--- config.mk ---
export PLATFORM = sky130hd
export DESIGN_NAME = bankers_safety_check
export DESIGN_NICKNAME = d
export VERILOG_FILES = /design/src/design/bsc_pkg.sv /design/src/design/bankers_safety_check.sv /design/src/design/bsc_table_ram.sv
export VERILOG_INCLUDE_DIRS = /design/src /design/src/design
export SDC_FILE = /design/constraint.sdc
export NUM_CORES = 1
export LEC_CHECK = 0
export ABC_AREA = 1
export ABC_CLOCK_PERIOD_IN_PS = 8800
export BUFFER_PORTS_ARGS = -buffer_cell sky130_fd_sc_hd__buf_2
export CORE_MARGIN = 10
export CORE_UTILIZATION = 64
export DETAILED_ROUTE_END_ITERATION = 10
export GPL_TIMING_DRIVEN = 0
export PLACE_DENSITY = 0.81
export SYNTH_ARGS = -nofsm -noshare
export SYNTH_HDL_FRONTEND = slang
export SYNTH_SLANG_ARGS = --single-unit
--- constraint.sdc ---
create_clock -name clock -period 8.8 [get_ports clock]
set_input_delay 0.44 -clock clock [delete_from_list [all_inputs] [get_ports clock]]
set_output_delay 0.44 -clock clock [all_outputs]
set_load 0.02 [all_outputs]
--- src/design/bankers_safety_check_macros.svh ---
// Assertion helpers used by the safety check design file.
`ifndef BANKERS_SAFETY_CHECK_MACROS_SVH
`define BANKERS_SAFETY_CHECK_MACROS_SVH

// Same-cycle implication, checked at every rising clock edge outside reset.
`define BSC_ASSERT_SAME(label, ante, cons, msg) \
   label: assert property (@(posedge clock) disable iff (reset) (ante) |-> (cons)) \
      else $error(msg);

// Next-cycle implication, checked at every rising clock edge outside reset.
`define BSC_ASSERT_NEXT(label, ante, cons, msg) \
   label: assert property (@(posedge clock) disable iff (reset) (ante) |=> (cons)) \
      else $error(msg);

`endif

--- src/design/bsc_pkg.sv ---
package bsc_pkg;

   // Sizing of the tables.
   localparam int PROCESSES   = 5;
   localparam int RESOURCES   = 3;
   localparam int COUNT_WIDTH = 8;

   localparam int PROC_AW    = (PROCESSES > 1) ? $clog2(PROCESSES) : 1;
   localparam int RES_AW     = (RESOURCES > 1) ? $clog2(RESOURCES) : 1;
   localparam int DONE_WIDTH = $clog2(PROCESSES + 1);
   // The work vector holds the available units plus every allocation.
   localparam int WORK_WIDTH = COUNT_WIDTH + DONE_WIDTH;

   // Fixed widths of the port fields.
   localparam int CMD_WIDTH      = 3;
   localparam int PROC_FW        = 3;
   localparam int RES_FW         = 2;
   localparam int AMOUNT_WIDTH   = 8;
   localparam int STATUS_WIDTH   = 3;

   typedef logic [COUNT_WIDTH-1:0]                    count_type;
   typedef logic [RESOURCES-1:0][COUNT_WIDTH-1:0]     vec_type;
   typedef logic [RESOURCES-1:0][WORK_WIDTH-1:0]      work_type;
   typedef logic [PROC_AW-1:0]                        proc_addr_type;

   // One memory row holds both tables for one process.
   typedef struct packed {
      vec_type max_claim;
      vec_type alloc;
   } row_type;

   // Per-entry write enables for one row.
   typedef struct packed {
      logic [RESOURCES-1:0] max_claim;
      logic [RESOURCES-1:0] alloc;
   } wmask_type;

   typedef enum logic [CMD_WIDTH-1:0] {
      CMD_WRITE_ALLOC = 3'd0,
      CMD_WRITE_MAX   = 3'd1,
      CMD_WRITE_AVAIL = 3'd2,
      CMD_STAGE       = 3'd3,
      CMD_CHECK       = 3'd4,
      CMD_SUBMIT      = 3'd5
   } cmd_type;

   typedef enum logic [STATUS_WIDTH-1:0] {
      STS_WRITTEN          = 3'd0,
      STS_SAFE             = 3'd1,
      STS_UNSAFE           = 3'd2,
      STS_GRANTED          = 3'd3,
      STS_DENIED_UNSAFE    = 3'd4,
      STS_DENIED_TOO_LARGE = 3'd5
   } status_type;

   typedef enum logic [1:0] {
      ST_IDLE,
      ST_SUB_TEST,
      ST_CHECK
   } state_type;

endpackage

--- src/design/bankers_safety_check.sv ---
// Channel    Ports                                              Transfer when
// command    start, busy, req_command/process/resource/amount   start high, busy low
// result     rsp_strobe, rsp_status                             rsp_strobe high
//
// Table writes and vector writes give their status in the cycle after the command is taken.
// A safety check reads and tests one memory row per cycle, over up to PROCESSES
// passes. A submit first reads the row of its process and tests the request
// against need and available before the check.
// Reset is synchronous; the tables read as zero until an entry is written.
// The receiver cannot stall: each status is shown for one cycle only.
module bankers_safety_check (
   input  logic                           clock,
   input  logic                           reset,
   input  logic                           start,
   output logic                           busy,
   input  logic [bsc_pkg::CMD_WIDTH-1:0]    req_command,
   input  logic [bsc_pkg::PROC_FW-1:0]      req_process,
   input  logic [bsc_pkg::RES_FW-1:0]       req_resource,
   input  logic [bsc_pkg::AMOUNT_WIDTH-1:0] req_amount,
   output logic                           rsp_strobe,
   output logic [bsc_pkg::STATUS_WIDTH-1:0] rsp_status
);
   import bsc_pkg::*;
   `include "bankers_safety_check_macros.svh"

   state_type state_ff, state_in;
   vec_type   avail_ff, avail_in;
   vec_type   staged_ff, staged_in;
   vec_type   orig_alloc_ff, orig_alloc_in;
   work_type  work_ff, work_in;
   logic [PROCESSES-1:0] fin_ff, fin_in;
   logic [DONE_WIDTH-1:0] done_cnt_ff, done_cnt_in;
   logic progress_ff, progress_in;
   proc_addr_type rd_p_ff, rd_p_in;
   proc_addr_type eval_p_ff, eval_p_in;
   logic eval_vld_ff, eval_vld_in;
   proc_addr_type sub_p_ff, sub_p_in;
   logic submit_ff, submit_in;
   logic [PROCESSES-1:0][RESOURCES-1:0] alloc_vld_ff, alloc_vld_in;
   logic [PROCESSES-1:0][RESOURCES-1:0] max_vld_ff, max_vld_in;
   proc_addr_type raddr_q_ff;
   logic rsp_strobe_ff, rsp_strobe_in;
   status_type rsp_status_ff, rsp_status_in;

   logic          accept;
   logic          p_ok, r_ok;
   proc_addr_type p_idx;
   logic [RES_AW-1:0] r_idx;
   count_type     amount;

   logic          ram_we;
   proc_addr_type ram_waddr, ram_raddr;
   wmask_type     ram_wmask;
   row_type       ram_wdata, ram_rdata, row;
   vec_type       need;

   logic fits, done_all, finish_safe, finish_unsafe, progress_after, sub_ok;
   logic [DONE_WIDTH-1:0] done_after;
   work_type work_after;

   bsc_table_ram u_ram (
      .clock   (clock),
      .wr_en   (ram_we),
      .wr_addr (ram_waddr),
      .wr_mask (ram_wmask),
      .wr_data (ram_wdata),
      .rd_addr (ram_raddr),
      .rd_data (ram_rdata)
   );

   assign busy       = (state_ff != ST_IDLE);
   assign accept     = start && !busy;
   assign p_ok       = (int'(req_process) < PROCESSES);
   assign r_ok       = (int'(req_resource) < RESOURCES);
   assign p_idx      = PROC_AW'(req_process);
   assign r_idx      = RES_AW'(req_resource);
   assign amount     = req_amount[COUNT_WIDTH-1:0];
   assign rsp_strobe = rsp_strobe_ff;
   assign rsp_status = rsp_status_ff;

   // Entries never written read as zero; the need saturates at zero.
   always_comb begin
      for (int r = 0; r < RESOURCES; r++) begin
         row.alloc[r] = alloc_vld_ff[raddr_q_ff][r] ? ram_rdata.alloc[r] : '0;
         row.max_claim[r] = max_vld_ff[raddr_q_ff][r] ? ram_rdata.max_claim[r] : '0;
         need[r] = (row.max_claim[r] > row.alloc[r]) ?
                   count_type'(row.max_claim[r] - row.alloc[r]) : '0;
      end
   end

   // Request test and one step of the safety pass on the row just read.
   always_comb begin
      sub_ok = 1'b1;
      fits   = eval_vld_ff && !fin_ff[eval_p_ff];
      for (int r = 0; r < RESOURCES; r++) begin
         if (staged_ff[r] > need[r] || staged_ff[r] > avail_ff[r]) begin
            sub_ok = 1'b0;
         end
         if (WORK_WIDTH'(need[r]) > work_ff[r]) begin
            fits = 1'b0;
         end
         work_after[r] = work_ff[r] + WORK_WIDTH'(row.alloc[r]);
      end
      done_after     = fits ? done_cnt_ff + 1'b1 : done_cnt_ff;
      progress_after = progress_ff || fits;
      done_all       = (int'(done_after) == PROCESSES);
      finish_safe    = eval_vld_ff && done_all;
      finish_unsafe  = eval_vld_ff && !done_all &&
                       (int'(eval_p_ff) == PROCESSES - 1) && !progress_after;
   end

   // Next state.
   always_comb begin
      state_in = state_ff;
      unique case (state_ff)
         ST_IDLE: begin
            if (accept && req_command == CMD_CHECK) begin
               state_in = ST_CHECK;
            end else if (accept && req_command == CMD_SUBMIT && p_ok) begin
               state_in = ST_SUB_TEST;
            end
         end
         ST_SUB_TEST: begin
            state_in = sub_ok ? ST_CHECK : ST_IDLE;
         end
         ST_CHECK: begin
            if (finish_safe || finish_unsafe) begin
               state_in = ST_IDLE;
            end
         end
         default: state_in = ST_IDLE;
      endcase
   end

   // Datapath and memory controls for each state.
   always_comb begin
      avail_in      = avail_ff;
      staged_in     = staged_ff;
      orig_alloc_in = orig_alloc_ff;
      work_in       = work_ff;
      fin_in        = fin_ff;
      done_cnt_in   = done_cnt_ff;
      progress_in   = progress_ff;
      rd_p_in       = rd_p_ff;
      eval_p_in     = eval_p_ff;
      eval_vld_in   = 1'b0;
      sub_p_in      = sub_p_ff;
      submit_in     = submit_ff;
      alloc_vld_in  = alloc_vld_ff;
      max_vld_in    = max_vld_ff;
      rsp_strobe_in = 1'b0;
      rsp_status_in = STS_WRITTEN;
      ram_we        = 1'b0;
      ram_waddr     = p_idx;
      ram_raddr     = p_idx;
      ram_wmask     = '0;
      ram_wdata     = '0;

      unique case (state_ff)
         ST_IDLE: begin
            if (accept) begin
               case (req_command)
                  CMD_WRITE_ALLOC: begin
                     rsp_strobe_in = 1'b1;
                     if (p_ok && r_ok) begin
                        ram_we                  = 1'b1;
                        ram_wmask.alloc[r_idx]  = 1'b1;
                        ram_wdata.alloc[r_idx]  = amount;
                        alloc_vld_in[p_idx][r_idx] = 1'b1;
                     end
                  end
                  CMD_WRITE_MAX: begin
                     rsp_strobe_in = 1'b1;
                     if (p_ok && r_ok) begin
                        ram_we                     = 1'b1;
                        ram_wmask.max_claim[r_idx] = 1'b1;
                        ram_wdata.max_claim[r_idx] = amount;
                        max_vld_in[p_idx][r_idx]   = 1'b1;
                     end
                  end
                  CMD_WRITE_AVAIL: begin
                     rsp_strobe_in = 1'b1;
                     if (r_ok) begin
                        avail_in[r_idx] = amount;
                     end
                  end
                  CMD_STAGE: begin
                     rsp_strobe_in = 1'b1;
                     if (r_ok) begin
                        staged_in[r_idx] = amount;
                     end
                  end
                  CMD_CHECK: begin
                     for (int r = 0; r < RESOURCES; r++) begin
                        work_in[r] = WORK_WIDTH'(avail_ff[r]);
                     end
                     fin_in      = '0;
                     done_cnt_in = '0;
                     progress_in = 1'b0;
                     rd_p_in     = '0;
                     submit_in   = 1'b0;
                  end
                  CMD_SUBMIT: begin
                     // The row read issued here is tested in the next cycle.
                     sub_p_in = p_idx;
                     if (!p_ok) begin
                        rsp_strobe_in = 1'b1;
                        rsp_status_in = STS_DENIED_TOO_LARGE;
                     end
                  end
                  default: begin
                     rsp_strobe_in = 1'b1;
                  end
               endcase
            end
         end
         ST_SUB_TEST: begin
            if (!sub_ok) begin
               rsp_strobe_in = 1'b1;
               rsp_status_in = STS_DENIED_TOO_LARGE;
            end else begin
               // Apply the request tentatively and start the check.
               orig_alloc_in = row.alloc;
               ram_we        = 1'b1;
               ram_waddr     = sub_p_ff;
               ram_wmask.alloc = '1;
               for (int r = 0; r < RESOURCES; r++) begin
                  ram_wdata.alloc[r] = row.alloc[r] + staged_ff[r];
                  avail_in[r]        = avail_ff[r] - staged_ff[r];
                  work_in[r]         = WORK_WIDTH'(avail_in[r]);
               end
               alloc_vld_in[sub_p_ff] = '1;
               fin_in      = '0;
               done_cnt_in = '0;
               progress_in = 1'b0;
               rd_p_in     = '0;
               submit_in   = 1'b1;
            end
         end
         ST_CHECK: begin
            // Read the next row while the previous one is tested.
            ram_raddr   = rd_p_ff;
            rd_p_in     = (int'(rd_p_ff) == PROCESSES - 1) ? '0 : rd_p_ff + 1'b1;
            eval_p_in   = rd_p_ff;
            eval_vld_in = 1'b1;
            if (fits) begin
               work_in           = work_after;
               fin_in[eval_p_ff] = 1'b1;
            end
            done_cnt_in = done_after;
            progress_in = (int'(eval_p_ff) == PROCESSES - 1) ? 1'b0 : progress_after;
            if (finish_safe) begin
               rsp_strobe_in = 1'b1;
               rsp_status_in = submit_ff ? STS_GRANTED : STS_SAFE;
            end else if (finish_unsafe) begin
               rsp_strobe_in = 1'b1;
               rsp_status_in = submit_ff ? STS_DENIED_UNSAFE : STS_UNSAFE;
               if (submit_ff) begin
                  // Roll the tentative request back.
                  ram_we          = 1'b1;
                  ram_waddr       = sub_p_ff;
                  ram_wmask.alloc = '1;
                  ram_wdata.alloc = orig_alloc_ff;
                  for (int r = 0; r < RESOURCES; r++) begin
                     avail_in[r] = avail_ff[r] + staged_ff[r];
                  end
               end
            end
         end
         default: begin
         end
      endcase
   end

   // Control registers.
   always_ff @(posedge clock) begin
      if (reset) begin
         state_ff      <= ST_IDLE;
         avail_ff      <= '0;
         staged_ff     <= '0;
         alloc_vld_ff  <= '0;
         max_vld_ff    <= '0;
         eval_vld_ff   <= 1'b0;
         rsp_strobe_ff <= 1'b0;
         fin_ff        <= '0;
         done_cnt_ff   <= '0;
         progress_ff   <= 1'b0;
         submit_ff     <= 1'b0;
      end else begin
         state_ff      <= state_in;
         avail_ff      <= avail_in;
         staged_ff     <= staged_in;
         alloc_vld_ff  <= alloc_vld_in;
         max_vld_ff    <= max_vld_in;
         eval_vld_ff   <= eval_vld_in;
         rsp_strobe_ff <= rsp_strobe_in;
         fin_ff        <= fin_in;
         done_cnt_ff   <= done_cnt_in;
         progress_ff   <= progress_in;
         submit_ff     <= submit_in;
      end
   end

   // Payload registers.
   always_ff @(posedge clock) begin
      orig_alloc_ff <= orig_alloc_in;
      work_ff       <= work_in;
      rd_p_ff       <= rd_p_in;
      eval_p_ff     <= eval_p_in;
      sub_p_ff      <= sub_p_in;
      raddr_q_ff    <= ram_raddr;
      rsp_status_ff <= rsp_status_in;
   end

   `BSC_ASSERT_NEXT(a_write_responds, accept && (req_command == CMD_WRITE_ALLOC), rsp_strobe, "table write gave no status")
   `BSC_ASSERT_SAME(a_quiet_in_check, state_ff == ST_CHECK, !rsp_strobe, "status shown during a check")
   `BSC_ASSERT_SAME(a_done_bound, state_ff == ST_CHECK, int'(done_cnt_ff) <= PROCESSES, "finished count overflow")

endmodule

--- src/design/bsc_table_ram.sv ---
module bsc_table_ram (
   input  logic                   clock,
   input  logic                   wr_en,
   input  bsc_pkg::proc_addr_type wr_addr,
   input  bsc_pkg::wmask_type     wr_mask,
   input  bsc_pkg::row_type       wr_data,
   input  bsc_pkg::proc_addr_type rd_addr,
   output bsc_pkg::row_type       rd_data
);
   import bsc_pkg::*;

   row_type mem_ram [PROCESSES];
   row_type rd_data_ff;

   // Entry-masked write port and registered read port.
   always_ff @(posedge clock) begin
      if (wr_en) begin
         for (int r = 0; r < RESOURCES; r++) begin
            if (wr_mask.alloc[r]) begin
               mem_ram[wr_addr].alloc[r] <= wr_data.alloc[r];
            end
            if (wr_mask.max_claim[r]) begin
               mem_ram[wr_addr].max_claim[r] <= wr_data.max_claim[r];
            end
         end
      end
      rd_data_ff <= mem_ram[rd_addr];
   end

   assign rd_data = rd_data_ff;

endmodule

==> flow_metrics.tcl, run 1 <==
set metrics [dict create \
    async_reset_ff_share_pct 0 \
    grt_pass1_vias 20400 \
    yosys-top-cells-area "edfxtp_1 38%, dfxtp_1 12%, ha_1 8.6%" \
    tritoncts "done" \
    drive_above_1_share_pct 5.58 \
    setup_violations 0 \
    worstSetupEndpointType "flop" \
    synth_top_cell_area_share_pct 37.6 \
    dpl.cell_count 3397 \
    wl_per_cell_um 22.0 \
    synth_xor_area_share_pct 0.609 \
    globalplace.congestion 0.991 \
    synthesis.area_mm2 0.0245 \
    synth-edff-count 306 \
    dp_hpwl_mm 55.8 \
    synth.avg_cell_area_um2 8.53 \
    hold_violations 0 \
    synth_top_family_by_area "simple AND/OR/NAND/NOR gates" \
    grt_overflow 0 \
    ys_types 48 \
    drcViolationCount 0 \
    seq_area_frac_synth_pct 49.5 \
    finClkSkew_ns 0.0301 \
    layout_min_cycle_time_ns 8.43 \
    max_stage_delay_ns 0.79 \
    cts_max_path_buffers 3 \
    worst_pin_slew_ns 1.10 \
    cpMaxStageDelayCell "nor2_1" \
    vdd_drop_max_uv 249 \
    fin_ws_ns 0.367 \
    cts_made_buffers 48 \
    die_w_um 215 \
    fin_crit_sh_pct 95.8 \
    core_area_mm2 0.0377 \
    fmax_ghz 0.119 \
    timing.setup.tns_ns 0 \
    rsz0062_at_grt "true" \
    crit_required_ns 9.02 \
    ant_nets 0 \
    whs_path_depth 2 \
    grt_max_degree 34 \
    syn_nets 3069 \
    floorplan.initialDensity_pct 64.9 \
    synth_ff_type "edfxtp_1" \
    layout.cells.non_filler 3488 \
    rows 71 \
    cts_root_buffer "clkbuf_16" \
    area_delta_synth_final_pct 10.0 \
    cellLeakagePower_uw 0.0116 \
    track_usage_pct 32.1 \
    critPathMaxFanout 10 \
    clk_pin_slew_worst_paths_ns 0.06 \
    synth-adder-area-share_pct 9.88 \
    power.total_uw 8760 \
    arrival_ns 8.65 \
    cts_post_setup_buffers_inserted 0 \
    drt_iter0_drc 2821 \
    final_core_util_pct 71.4 \
    drt_pass1_iterations 6 \
    synth_cells 2866 \
    yosys.area_share.simple_pct 19.4 \
    antenna_found_initial 1 \
    grt_pass1_wl_mm 116 \
    cap_violations 0 \
    fin_nets 3139 \
    via_per_inst 6.13 \
    critPathKind "flop to flop" \
    critPathLaunchType "flop" \
    crit_top_cell "nor2_1" \
    totalWireLength_mm 76.8 \
    synthMuxAreaShare_pct 0 \
    pre_cts_slack_ns 0.702 \
    ys_seq_elements 452 \
    vias 21400 \
    port_buffers 19 \
    fp.dieArea_mm2 0.0464 \
    slew_headroom_pct 26.5 \
    status "finished clean" \
    htreeDepth 2 \
    clock_latency_ns 0.61 \
    yosys_warnings 0 \
    ff2ff_path_depth 40 \
    io_pins 24 \
    yosys.area.top_type "edfxtp_1" \
    worstHoldPathType "input port to flop" \
    die_h_um 215 \
    slew_viol_final 0 \
    p_per_area_mw_per_mm2 326 \
    cts_sinks 452 \
    synth_compound_area_share_pct 13.4 \
]
metrics by stage:
step | cell area, um^2 | hold slack (ns)
final | 26900 | 0.0499
after global routing | 26900 | 0.0775
after CTS | 26900 | 0.0405
after detailed placement | 25200 | 0.443
after global placement | 25200 | 0.438
after floorplan | 24500 | 0.430
cells by family after synthesis:
kind of cell,Yosys count
adders and majority gates,184
xor gates and xnor gates,17
DFF,452
and+or+nand+nor,1164
buffers and inverters,462
AOI/OAI and AO/OA,587
per-layer routing:
| layer | part of all wire, % | up-vias | GRT usage [%] |
|---|---|---|---|
| met5 | 0.017 | - | 0 |
| met4 | 5.0 | 2 | 16.9 |
| met3 | 11 | 274 | 6.57 |
| met2 | 46 | 1356 | 50.9 |
| met1 | 38 | 9944 | 41.0 |
| li1 | - | 9813 | - |
sequential cells by signal (all words and copies together), names as in the netlist:
register	count
alloc_vld_ff	15
avail_ff	24
done_cnt_ff	3
eval_p_ff	3
eval_vld_ff	1
fin_ff	5
max_vld_ff	15
orig_alloc_ff	24
progress_ff	1
raddr_q_ff	3
rd_p_ff	3
rsp_status	3
rsp_strobe	1
staged_ff	24
state_ff	2
sub_p_ff	3
submit_ff	1
u_ram.mem_ram	240
u_ram.rd_data	48
work_ff	33
placed cells by master, fill, tap and decap left out, types with 9 or more instances in the layout:
cell type  count
fa_1          15
o21a_1        11
a31oi_1       90
a21oi_1      207
nor2_2        22
o21ai_0      202
nor3_1        45
ha_1         169
nand2_2        9
o211ai_1       9
edfxtp_1     306
buf_2         22
clkbuf_1      90
a211oi_1      10
buf_1         10
clkbuf_16     52
nand4_1       14
nor2_1       509
xor2_1        10
dfxtp_1      146
nand2_1      435
nand3_1      107
inv_1        356
o21bai_1      17
clkinv_2       9
final cells by class:
type	instances	area (um^2)
Clock inverter	18	193
Antenna cell	1	2.50
Timing Repair Buffer	20	115
Inverter	365	1370
Sequential cell	452	12100
Clock buffer	72	1450
Multi-Input combinational cell	1952	10600
Buffer	97	392
Fill cell	2911	10800
Tap cell	511	639
cells in the mapped netlist, types with 7 or more instances:
master	instances
nand4_1	14
a31oi_1	90
a211oi_1	10
nand2_1	435
o21a_1	11
dfxtp_1	146
inv_1	356
buf_1	10
a21oi_1	208
o211ai_1	9
xor2_1	10
fa_1	15
nor2_1	522
xnor2_1	7
o22ai_1	7
clkbuf_1	81
nor2_2	9
edfxtp_1	306
nor3_1	45
ha_1	169
nand3_1	107
o21bai_1	17
o21ai_0	202
nand2_2	9
critical path, delay by kind of cell, from the launching register on:
family | cells | cell delay [ns]
buffers and inverters | 9 | 1.65
AO/OA/AOI/OAI | 5 | 0.86
AND/OR/NAND/NOR | 24 | 4.63
flip-flops | 1 | 0.31
adder cells (fa/ha/maj) | 2 | 0.60
worst paths after layout:
check                                 startpoint                    to  slack, ns
worst max-delay path               raddr_q_ff[0]  u_ram.mem_ram[4][36]       0.37
worst min-delay path                       reset           eval_vld_ff       0.05
worst max register to register     raddr_q_ff[0]  u_ram.mem_ram[4][36]       0.37
worst min register to register  alloc_vld_ff[12]      alloc_vld_ff[12]       0.45
repair_timing:
item	4_1_cts	5_1_grt
endpoints found under the setup margin	0	120
hold buffers	0	0
gates resized for setup	0	13
where the power goes:
| group | internal [uW] | total, uW | leakage, uW | switching (uW) |
|---|---|---|---|---|
| sequential | 2680 | 2860 | 0.00413 | 185 |
| clock | 1210 | 2100 | 0.000811 | 885 |
| combinational | 1090 | 3810 | 0.00668 | 2710 |
| total | 4980 | 8760 | 0.0116 | 3780 |
No activity file was read; power rests on OpenSTA's default activity.
==> inputs of run 2 (changes only) <==
--- a/config.mk
+++ b/config.mk
@@ -8,7 +8,7 @@
 export LEC_CHECK = 0
 export ABC_AREA = 1
 export ABC_CLOCK_PERIOD_IN_PS = 8800
-export BUFFER_PORTS_ARGS = -buffer_cell sky130_fd_sc_hd__buf_2
+export BUFFER_PORTS_ARGS = -buffer_cell sky130_fd_sc_hd__buf_4
 export CORE_MARGIN = 10
 export CORE_UTILIZATION = 64
 export DETAILED_ROUTE_END_ITERATION = 10
==> flow_metrics.tcl, run 2 (synthesis gave the netlist of run 1 again) <==
set metrics [dict create \
    clk_pin_slew_worst_paths_ns 0.06 \
    fin_nets 3137 \
    critPathLaunch "raddr_q_ff[0]" \
    critPathLaunchType "flop" \
    die_h_um 215 \
    cts-hold-fix-buffers 0 \
    cts_made_buffers 46 \
    setup_violations 0 \
    antenna_cells 0 \
    rrSetupSlack_ns 0.41 \
    dp_hpwl_mm 56.1 \
    critPathKind "flop to flop" \
    post-route-cell-area_mm2 0.0268 \
    ant_nets 0 \
    multiInputGateArea_mm2 0.0106 \
    p_per_area_mw_per_mm2 324 \
    fmax_ghz 0.119 \
    via_per_inst 6.08 \
    reg2reg_to "u_ram.mem_ram[3][11]" \
    rsz0062_at_grt "true" \
    layout_min_cycle_time_ns 8.39 \
    place_area_mm2 0.0253 \
    drt_pass1_iterations 6 \
    totalWireLength_mm 75.3 \
    worstSetupEndpointType "flop" \
    hold_violations 0 \
    area_delta_synth_final_pct 9.74 \
    final_cell_mix "514 x nor2_1, 435 x nand2_1, 356 x inv_1" \
    io_pins 24 \
    grt_overflow 0 \
    slew_viol_final 0 \
    drt_iter0_drc 2714 \
    vias 21200 \
    antenna_found_initial 1 \
    fin_crit_sh_pct 95.3 \
    rows 71 \
    cts_sinks 452 \
    vdd_drop_max_uv 228 \
    fillers 2953 \
    grt_pass1_wl_mm 114 \
    wl_per_cell_um 21.6 \
    power.total_uw 8690 \
    cpMaxStageDelayCell "nor2_1" \
    die_w_um 215 \
    hold_ws_ns 0.0349 \
    dpl.cell_count 3397 \
    cts_max_path_buffers 3 \
    status "finished clean" \
    cts_root_buffer "clkbuf_16" \
    slew_headroom_pct 19.5 \
    floorplan.initialDensity_pct 64.9 \
    drive_above_1_share_pct 5.15 \
    cap_violations 0 \
    htreeDepth 2 \
    port_buffers 19 \
    drcViolationCount 0 \
    critPathMaxFanout 10 \
    layout.cells.non_filler 3483 \
    worstHoldPathType "input port to flop" \
    reg2reg_from "raddr_q_ff[0]" \
    crit_top_cell "nor2_1" \
    track_usage_pct 31.5 \
    layout_commonest_cell "nor2_1" \
    crit_path_end "u_ram.mem_ram[3][11]" \
    fp.dieArea_mm2 0.0464 \
    grt_pass1_vias 20300 \
    regArea_mm2 0.0121 \
    crit_required_ns 9.02 \
    max_stage_delay_ns 0.76 \
    grt_max_degree 34 \
    finClkSkew_ns 0.0265 \
    ff2ff_path_depth 40 \
    cellLeakagePower_uw 0.0116 \
    largest_reg_flops 240 \
    worst_pin_slew_ns 1.21 \
    core_area_mm2 0.0377 \
    tritoncts "done" \
    clock_latency_ns 0.61 \
    arrival_ns 8.61 \
    globalplace.congestion 0.982 \
]
-- run 2: cell types whose count changed in the layout (fill, tap and decap cells not counted), sizes merged --
cell	change
clkbuf	-16
clkinv	+5
bufinv	+3
clkinvlp	+3
diode	-1
inv	+1
-- run 2: final cells by class --
class / count / area share, %
timing repair buffer: 20 / 0.606
buffer: 97 / 1.46
tap: 511 / 2.38
sequential: 452 / 45.1
multi-input combinational: 1952 / 39.5
clock inverter: 30 / 1.26
clock buffer: 56 / 4.50
inverter: 365 / 5.11
-- run 2: where the power goes --
part / total, uW / internal, uW / leakage (uW) / switching, uW
sequential: 2860 / 2680 / 0.00413 / 179
combinational: 3810 / 1100 / 0.00669 / 2710
clock: 2030 / 1140 / 0.000741 / 884
-- run 2: critical path, delay by kind of cell, from the launching register on --
kind	cells	cell delay (ns)
compound gates	4	0.79
simple gates	25	4.65
flops	1	0.31
buf+inv	9	1.66
fa+ha+maj	2	0.58
-- run 2: metal layers --
layer  routed length [um]  global-route usage, %  part of all wire [%]
met1                28600                   39.7                    38
met2                34400                   50.0                    46
met3                 8420                   7.34                    11
met4                 3920                   16.4                   5.2
met5                    0                      0                     0
-- run 2: repair_timing --
item / in CTS / in global routing
endpoints found under the setup margin: 0 / 97
setup buffers: 0 / 0
resized for setup: 0 / 9
-- run 2: how the worst min path moves through the flow --
stage                startpoint          endpoint  cells past startpoint
2_1_floorplan  alloc_vld_ff[12]  alloc_vld_ff[12]                      2
3_3_place_gp   alloc_vld_ff[13]  alloc_vld_ff[13]                      2
3_5_place_dp   alloc_vld_ff[12]  alloc_vld_ff[12]                      2
4_1_cts                   reset       eval_vld_ff                      2
5_1_grt                   reset       eval_vld_ff                      2
6_report                  reset       eval_vld_ff                      2
-- run 2: per-stage QoR --
step / util [%] / setup WS, ns / TNS [ns]
after global placement: 67.0 / -0.580 / -6.38
after floorplan: - / 2.10 / 0
after global routing: 71.2 / -0.0894 / -1.73
final: 71.2 / 0.411 / 0
after CTS: 71.2 / 0.532 / 0
after detailed placement: 67.1 / 0.630 / 0
